<file path="src/design/sitda_pkg.sv">
`timescale 1ns / 1ps
// ----------------------------------------------------------------------------
// sitda_pkg
// Shared types and constants for the signed integer to decimal ASCII block.
// ----------------------------------------------------------------------------
package sitda_pkg;

   localparam int VALUE_WIDTH = 32;
   localparam int NUM_DIGITS  = 10;
   localparam int BCD_WIDTH   = 4 * NUM_DIGITS;
   localparam int COUNT_WIDTH = $clog2(VALUE_WIDTH);
   localparam int DIGIT_WIDTH = $clog2(NUM_DIGITS + 1);

   localparam logic [7:0] CHAR_MINUS = 8'd45;
   localparam logic [7:0] CHAR_ZERO  = 8'd48;
   localparam logic [7:0] CHAR_NINE  = 8'd57;

   typedef enum logic [1:0] {
      ST_IDLE,
      ST_CONVERT,
      ST_TRIM,
      ST_EMIT
   } state_type;

endpackage

</file>
<file path="src/design/sitda_dabble_step.sv">
`timescale 1ns / 1ps
// ----------------------------------------------------------------------------
// sitda_dabble_step
// One shift-and-add-3 step: adjust every BCD digit of 5 or more by 3, then
// shift the whole register left by one, taking in the next binary bit.
// ----------------------------------------------------------------------------
module sitda_dabble_step (
   input  logic [sitda_pkg::BCD_WIDTH-1:0] bcd_cur,
   input  logic                            bit_in,
   output logic [sitda_pkg::BCD_WIDTH-1:0] bcd_next
);
   import sitda_pkg::*;

   logic [BCD_WIDTH-1:0] adjusted;

   always_comb begin
      for (int d = 0; d < NUM_DIGITS; d++) begin
         if (bcd_cur[4*d +: 4] >= 4'd5) begin
            adjusted[4*d +: 4] = bcd_cur[4*d +: 4] + 4'd3;
         end else begin
            adjusted[4*d +: 4] = bcd_cur[4*d +: 4];
         end
      end
   end

   assign bcd_next = {adjusted[BCD_WIDTH-2:0], bit_in};

endmodule

</file>
<file path="src/design/signed_int_to_decimal_ascii.sv">
`timescale 1ns / 1ps
// ----------------------------------------------------------------------------
// signed_int_to_decimal_ascii
// Converts a signed 32-bit integer to its decimal ASCII text.
// ----------------------------------------------------------------------------
// Usage:
//   req channel: one transfer carries req_value, a two's complement integer.
//   rsp channel: one transfer per character, most significant first; a '-'
//   leads negative values, leading zeros are dropped, zero gives '0'.
//   rsp_last marks the final character of the run.
// Timing:
//   After a req transfer the magnitude runs through a shared shift-and-add-3
//   unit, one bit per cycle. Leading zero digits are then dropped one per
//   cycle until the first digit kept is found. Characters load into the output
//   register one per cycle while it is free of an untaken character, 1 to 11
//   of them. req_ready is high only between items.
// Reset:
//   reset returns the sequencer to idle and clears rsp_valid.
// Stall:
//   While rsp_valid is high and rsp_ready is low, the output register holds
//   its character and the sequencer waits in emit; the next item is taken once
//   the last character is loaded, even if it has not yet been transferred.
// ----------------------------------------------------------------------------
module signed_int_to_decimal_ascii (
   input  logic                                    clock,
   input  logic                                    reset,
   input  logic                                    req_valid,
   output logic                                    req_ready,
   input  logic signed [sitda_pkg::VALUE_WIDTH-1:0] req_value,
   output logic                                    rsp_valid,
   input  logic                                    rsp_ready,
   output logic [7:0]                              rsp_character,
   output logic                                    rsp_last
);
   import sitda_pkg::*;

   state_type               state_ff, state_in;
   logic [VALUE_WIDTH-1:0]  mag_ff, mag_in;
   logic [BCD_WIDTH-1:0]    bcd_ff, bcd_in;
   logic [COUNT_WIDTH-1:0]  count_ff, count_in;
   logic [DIGIT_WIDTH-1:0]  digits_ff, digits_in;
   logic                    sign_ff, sign_in;
   logic                    rsp_valid_ff, rsp_valid_in;
   logic [7:0]              rsp_character_ff, rsp_character_in;
   logic                    rsp_last_ff, rsp_last_in;

   logic [BCD_WIDTH-1:0]    bcd_step;
   logic [VALUE_WIDTH-1:0]  raw;
   logic                    out_free;
   logic                    top_zero;
   logic                    last_digit;

   sitda_dabble_step u_step (
      .bcd_cur  (bcd_ff),
      .bit_in   (mag_ff[VALUE_WIDTH-1]),
      .bcd_next (bcd_step)
   );

   assign raw        = req_value;
   assign out_free   = !rsp_valid_ff || rsp_ready;
   assign top_zero   = (bcd_ff[BCD_WIDTH-1 -: 4] == 4'd0);
   assign last_digit = (digits_ff == DIGIT_WIDTH'(1));

   assign req_ready     = (state_ff == ST_IDLE);
   assign rsp_valid     = rsp_valid_ff;
   assign rsp_character = rsp_character_ff;
   assign rsp_last      = rsp_last_ff;

   // next state
   always_comb begin
      state_in = state_ff;
      unique case (state_ff)
         ST_IDLE: begin
            if (req_valid) state_in = ST_CONVERT;
         end
         ST_CONVERT: begin
            if (count_ff == COUNT_WIDTH'(VALUE_WIDTH - 1)) state_in = ST_TRIM;
         end
         ST_TRIM: begin
            if (!top_zero || last_digit) state_in = ST_EMIT;
         end
         ST_EMIT: begin
            if (out_free && !sign_ff && last_digit) state_in = ST_IDLE;
         end
         default: state_in = ST_IDLE;
      endcase
   end

   // datapath and outputs
   always_comb begin
      mag_in           = mag_ff;
      bcd_in           = bcd_ff;
      count_in         = count_ff;
      digits_in        = digits_ff;
      sign_in          = sign_ff;
      rsp_valid_in     = rsp_valid_ff && !rsp_ready;
      rsp_character_in = rsp_character_ff;
      rsp_last_in      = rsp_last_ff;
      unique case (state_ff)
         ST_IDLE: begin
            if (req_valid) begin
               sign_in   = raw[VALUE_WIDTH-1];
               mag_in    = raw[VALUE_WIDTH-1] ? (VALUE_WIDTH'(0) - raw) : raw;
               bcd_in    = '0;
               count_in  = '0;
               digits_in = DIGIT_WIDTH'(NUM_DIGITS);
            end
         end
         ST_CONVERT: begin
            bcd_in   = bcd_step;
            mag_in   = {mag_ff[VALUE_WIDTH-2:0], 1'b0};
            count_in = count_ff + COUNT_WIDTH'(1);
         end
         ST_TRIM: begin
            if (top_zero && !last_digit) begin
               bcd_in    = {bcd_ff[BCD_WIDTH-5:0], 4'd0};
               digits_in = digits_ff - DIGIT_WIDTH'(1);
            end
         end
         ST_EMIT: begin
            if (out_free) begin
               rsp_valid_in = 1'b1;
               if (sign_ff) begin
                  rsp_character_in = CHAR_MINUS;
                  rsp_last_in      = 1'b0;
                  sign_in          = 1'b0;
               end else begin
                  rsp_character_in = CHAR_ZERO + {4'd0, bcd_ff[BCD_WIDTH-1 -: 4]};
                  rsp_last_in      = last_digit;
                  bcd_in           = {bcd_ff[BCD_WIDTH-5:0], 4'd0};
                  digits_in        = digits_ff - DIGIT_WIDTH'(1);
               end
            end
         end
         default: begin
            rsp_valid_in = rsp_valid_ff && !rsp_ready;
         end
      endcase
   end

   always_ff @(posedge clock) begin
      if (reset) begin
         state_ff     <= ST_IDLE;
         rsp_valid_ff <= 1'b0;
         count_ff     <= '0;
         digits_ff    <= '0;
         sign_ff      <= 1'b0;
      end else begin
         state_ff     <= state_in;
         rsp_valid_ff <= rsp_valid_in;
         count_ff     <= count_in;
         digits_ff    <= digits_in;
         sign_ff      <= sign_in;
      end
   end

   always_ff @(posedge clock) begin
      mag_ff           <= mag_in;
      bcd_ff           <= bcd_in;
      rsp_character_ff <= rsp_character_in;
      rsp_last_ff      <= rsp_last_in;
   end

   a_minus_not_last: assert property (@(posedge clock) disable iff (reset)
      rsp_valid && rsp_character == CHAR_MINUS |-> !rsp_last)
      else $error("minus sign flagged as last character");

   a_char_range: assert property (@(posedge clock) disable iff (reset)
      rsp_valid && rsp_character != CHAR_MINUS |->
         rsp_character >= CHAR_ZERO && rsp_character <= CHAR_NINE)
      else $error("character is neither minus nor digit");

   a_digits_left: assert property (@(posedge clock) disable iff (reset)
      state_ff == ST_TRIM || state_ff == ST_EMIT |-> digits_ff != '0)
      else $error("no digits left while trimming or emitting");

   a_last_ends_item: assert property (@(posedge clock) disable iff (reset)
      state_ff == ST_EMIT && out_free && !sign_ff && last_digit |=>
         state_ff == ST_IDLE && rsp_valid && rsp_last)
      else $error("final digit did not end the run");

endmodule
</file>
<file path="config.mk">
export PLATFORM = sky130hd
export DESIGN_NAME = signed_int_to_decimal_ascii
export DESIGN_NICKNAME = d
export VERILOG_FILES = /design/src/design/sitda_pkg.sv /design/src/design/sitda_dabble_step.sv /design/src/design/signed_int_to_decimal_ascii.sv
export SDC_FILE = /design/constraint.sdc
export NUM_CORES = 1
export LEC_CHECK = 0
export BUFFER_PORTS_ARGS = -buffer_cell sky130_fd_sc_hd__buf_4
export CORE_MARGIN = 8
export CORE_UTILIZATION = 45
export CTS_CLUSTER_DIAMETER = 40
export CTS_CLUSTER_SIZE = 14
export DETAILED_ROUTE_END_ITERATION = 8
export GPL_TIMING_DRIVEN = 0
export REMOVE_ABC_BUFFERS = 1
export SYNTH_ARGS = -nofsm -noshare
export SYNTH_HDL_FRONTEND = slang
export SYNTH_SLANG_ARGS = --single-unit
</file>
<file path="constraint.sdc">
create_clock -name clock -period 3.12 [get_ports clock]
set_input_delay 0.624 -clock clock [delete_from_list [all_inputs] [get_ports clock]]
set_output_delay 0.624 -clock clock [all_outputs]
set_load 0.03 [all_outputs]
</file>
## Yosys cells after proc, flatten, opt, wreduce, memory -nomap -nowiden

Cells that the tools add are included.

| cells by class | value |
|---|---|
| add/subtract/negate cells | 14 |
| magnitude comparators | 10 |
| equality and inequality tests | 12 |
| muxes and demuxes | 35 |
| reductions and logical operators | 22 |

Operators with widths:

| cell | number |
|---|---|
| $mux 40 | 4 |
| $pmux 40 s4 | 1 |
| $mux 32 | 2 |
| $pmux 32 s2 | 1 |
| $mux 4 | 13 |
| $ge 4x3->1 const B | 10 |
| $add 4x2->4 const B | 9 |
| $sub 1x32->32 const A | 1 |
| $ne 2x2->1 const B | 7 |
| $pmux 4 s3 | 1 |
| $pmux 5 s2 | 1 |
| $mux 2 | 4 |
| $pmux 2 s4 | 1 |
| $reduce_and 4->1 | 2 |
| $add 6x4->7 const A | 1 |
| $add 5x1->5 const B | 1 |
| $eq 5x5->1 const B | 1 |
| $logic_not 1->1 | 5 |
| $mux 5 | 1 |
| $reduce_and 5->1 | 1 |
| $eq 2x2->1 const B | 2 |
| $eq 4x1->1 const B | 1 |
| $logic_and 1x1->1 | 4 |
| $logic_not 4->1 | 1 |
| 12 further kinds | 18 |

| word-level totals | value |
|---|---|
| flip-flop bits (word level) | 94 |
| output and inout port bits | 11 |
| word-level logic and storage cells | 102 |

## Depth between registers and ports, before layout

| depth | value |
|---|---|
| word-level depth | 6 |
| gate-level depth with buffers | 8 |

## By module

Synthesis repeated with hierarchy kept, for this count alone.

| second synthesis, totals | value |
|---|---|
| cells, all modules | 601 |
| area total of the unflattened synthesis | 5871.9 µm² |

Modules (own cells, without submodules):

| module | times used | cells an instance | area each (µm²) |
|---|---|---|---|
| signed_int_to_decimal_ascii | 1 | 444 | 4870.9 |
| sitda_dabble_step | 1 | 157 | 1001.0 |

## Worst setup path before layout

No wires, ideal clock.

| timing | value |
|---|---|
| path kind | flip-flop to flip-flop |
| start | reg state_ff[0] |
| end | reg bcd_ff[0] (enable) |
| library setup time | 0.401 ns |
| data arrival time | 2.178 ns |
| data required time | 2.719 ns |
| slack | 0.541 ns |
| cell stages (with the launch flop) | 6 |
| cells stage by stage | dfxtp_1 inv_1 ha_1 nand2b_1 clkbuf_1 and3_1 |

| on the way | value |
|---|---|
| cells in the longest elaborated chain, start to end | 3 |
| elaborated cells between the ends (all ways) | 8 |
| classes of those cells | 6 x eq/ne; 2 x reduce/logical |

Ends and longest elaborated chain:

| what | line | text |
|---|---|---|
| start: declaration | signed_int_to_decimal_ascii.sv:37 | `state_type state_ff, state_in;` |
| start signal: assignment | signed_int_to_decimal_ascii.sv:149 | `state_ff <= state_in;` |
| $logic_not 2->1 | - |  |
| net req_ready | signed_int_to_decimal_ascii.sv:28 | `output logic req_ready,` |
| $ne 2x2->1 (no line) | - |  |
| $reduce_and 4->1 (no line) | - |  |
| end signal: assignment | signed_int_to_decimal_ascii.sv:159 | `bcd_ff <= bcd_in;` |
| end: declaration | signed_int_to_decimal_ascii.sv:39 | `logic [BCD_WIDTH-1:0] bcd_ff, bcd_in;` |

The timed path passes the listed nets, and every way through them passes these cells.
A chain may end at the register's enable or synchronous reset.

## Worst setup path in the final report

| timing | value |
|---|---|
| start | reg state_ff[0] |
| end | reg mag_ff[27] (enable) |

| on the way | value |
|---|---|
| cells in the longest elaborated chain, start to end | 3 |
| elaborated cells between the ends (all ways) | 5 |
| classes of those cells | 2 x eq/ne; 3 x reduce/logical |

Ends and longest elaborated chain:

| what | line | text |
|---|---|---|
| $eq 2x1->1 or $logic_not 2->1 (tied branches) | signed_int_to_decimal_ascii.sv:99 | `unique case (state_ff)` |
| $reduce_bool 2->1 (no line) or $ne 2x2->1 (tied branches) | - |  |
| $reduce_and 2->1 (no line) (*) | - |  |
| end signal: assignment | signed_int_to_decimal_ascii.sv:158 | `mag_ff <= mag_in;` |
| end: declaration | signed_int_to_decimal_ascii.sv:38 | `logic [VALUE_WIDTH-1:0] mag_ff, mag_in;` |

Mark *: on every way between the ends. The rest lies on a longest branch, timed or not.

==> run metrics <==
CTS tree=yes; worst setup margin=0.350 ns; critical path's largest stage delay=1.00 ns; final hold violations=0; Starting Density=0.452; most used cell, CP=inv_1; top-level I/O count=47; critical-path cell list=inv_1 > ha_1 > nand2b_1 > o21ai_0 > inv_1; area occupied by multi-input gates=2790 µm²; drt total wl=11100 µm; total CTS buffers=9; crit path launch type=flop; drt drc=0; vias in the first global route=4066; htree depth=3; number of diodes=0; Post-Synth Adder-Cell Area=0.0691; via count=4183; RSZ-0062 raised after global routing=no; layout cells sized above 1=0.135; initial antenna violation count=0; Final Cycle Share=0.888; sequential cell area=between 2000 and 3000 µm²; I/O Buffers=43; post-synthesis simple-gate area fraction=0.174; outcome=finished clean; die area=16300 µm²; post-synthesis sequential area ratio=0.463; first-pass GRT wire length=18700 µm; CP Max Fanout=32; clock slew at reported path FFs=0.06 ns; GRT Total Usage=0.140; synthesized area=5620 µm²; main combinational cell family by area after synthesis=simple AND/OR/NAND/NOR gates; gp weighted congestion=roughly 0.78; placeable core region=12400 µm²; min Tclk post-route=about 2.8 ns; fillcell total=1149; post-synthesis xor/xnor area fraction=0.0608; CTS Hold Bufs=0; drt first pass iters=4; mux share of post-synthesis cell area=0.0209; final clock skew=just under 0.006 ns; P&R area growth vs syn=14.7%; Min-Delay Path Class=flop to flop; Mapped Cells=580; YS warnings=0; syn_area_per_cell=9.68 µm²; max-slew violations=0; Via density=approximately 5.3; Rel. slew slack=0.168; Finished Core Util=0.519; Critical Path Sink Type=flop; CTS resizes=0; routed wire length per instance=14.0 µm; Detail Route Antenna Nets=0; Pleak=2.35 nW; clk root buf=clkbuf_16; path type of the worst setup path=flop to flop; largest area contributor in the netlist=edfxtp_1; Rows=just over 40; Post-DP HPWL=7740 µm; Max clock buf depth=2; max_cap viols=0; crit path max-delay cell type=inv_1; post-synthesis compound-gate area fraction=0.169; Req. time, crit path=a little over 3 ns; EDFF count, synth=78; DP Worst Slack=0.259 ns; Peak VDD IR=0.316 mV; Synth cell types=49; largest net degree at the start of global routing=57; die width=128 µm; CP delay by family, top=buffers and inverters; die height=roughly 130 µm; Synth top area share=0.417; Max Freq=361 MHz; actual slew at the worst max-slew pin=1.25 ns; post-CTS setup buffer count=0; DRT iter0 DRCs=263; gr ovfl total=0; number of nets in the layout=682; Sum Neg Setup Slack=0 ns; Async S/R FF share, synth=0; Final Setup Violations=0; Power Density=around 900 nW/µm²; Area contributors post-synth=edfxtp_1 42%, ha_1 6.9%, o21ai_0 6.9%; CP Data Arrival Time=2.72 ns; Top FF cell, synth=edfxtp_1; flops & latches, synth=91; clock latency on the worst-skew pair=0.34 ns; critical path buffer and inverter count=2; Sinks on Clock Net=91
## area by class of cell
| class | instances | share of cell area |
|---|---|---|
| timing repair buffer | 46 | 0.0606 |
| tap | 172 | 0.0334 |
| clock inverter | 3 | 0.00719 |
| sequential | 91 | 0.404 |
| multi-input combinational | 431 | 0.433 |
| clock buffer | 13 | 0.0404 |
| inverter | 36 | 0.0210 |
## final timing paths
check,from,to,slack (ns),depth (start not counted)
max reg2reg,state_ff[0],mag_ff[27],0.35,5
min reg2reg,digits_ff[0],digits_ff[0],0.51,2
max,state_ff[0],mag_ff[27],0.35,5
min,digits_ff[0],digits_ff[0],0.51,2
## sequential cells by signal, indices dropped and copies added (netlist names)
name           cells
digits_ff          4
count_ff           5
rsp_valid          1
state_ff           2
mag_ff            32
bcd_ff            40
rsp_character      5
sign_ff            1
rsp_last           1
## where the power goes
part           switching (mW)  internal, mW  leakage, nW
Combinational            1.29         0.814         1.30
Sequential              0.371          2.08        0.901
Clock                   0.454         0.667        0.146
Total                    2.11          3.56         2.35
## stage by stage
stage,instance area [µm²],power (mW),std cells,hold WS [ns]
floorplan,5520,3.93,558,0.460
global placement,6060,4.45,773,0.476
detailed placement,6140,4.59,776,0.494
CTS,6440,5.73,792,0.510
global route,6440,6.11,792,0.526
finish,6440,5.67,792,0.506
## cells by family after synthesis
| group | Yosys count |
|---|---|
| AO/OA/AOI/OAI | 160 |
| AND/OR/NAND/NOR | 187 |
| other | 2 |
| flip-flops | 91 |
| buffers and inverters | 59 |
| XOR/XNOR | 39 |
| multiplexers | 11 |
| adder cells (fa/ha/maj) | 31 |
## synthesized netlist by cell type, drive strengths merged (5+ instances only)
cell type / count
a21oi: 42
a22oi: 6
clkbuf: 20
dfxtp: 13
edfxtp: 78
ha: 31
inv: 36
mux2: 6
mux2i: 5
nand2: 73
nand2b: 17
nor2: 37
nor2b: 8
nor3: 7
nor3b: 18
nor4: 6
o21ai: 78
o31ai: 15
o41ai: 7
xnor2: 18
xor2: 21
## layout by cell type (no fill, tap or decap), types with 3 or more instances in the layout
cell and n:
nor4b_1 3, ha_1 30, mux2i_1 5, inv_1 36, dfxtp_1 13, nand3_1 3
nor3_1 5, nand2_1 73, edfxtp_1 78, a21oi_1 42, xnor2_1 18, nor3b_1 18
o41ai_2 3, clkbuf_16 9, nor4_1 3, o31ai_1 13, nand2b_1 16, xor2_1 21
mux2_2 6, o41ai_1 4, nor2b_1 8, buf_4 43, conb_1 3, a22oi_1 6
o21ai_0 77, nor2_1 36
## routing by layer
layer | vias up | share of wire | track usage
met5 | - | 0 | 0
met4 | 0 | 0.018 | 0.0629
met3 | 13 | 0.035 | 0.0312
met2 | 61 | 0.47 | 0.232
met1 | 1964 | 0.48 | 0.172
li1 | 2145 | - | -
## worst min-delay path, stage by stage (launching register included)
cell and delay, ns:
dfxtp_1 0.35, nand2_1 0.07, a21oi_1 0.05
(Power assumes the default switching activity.)
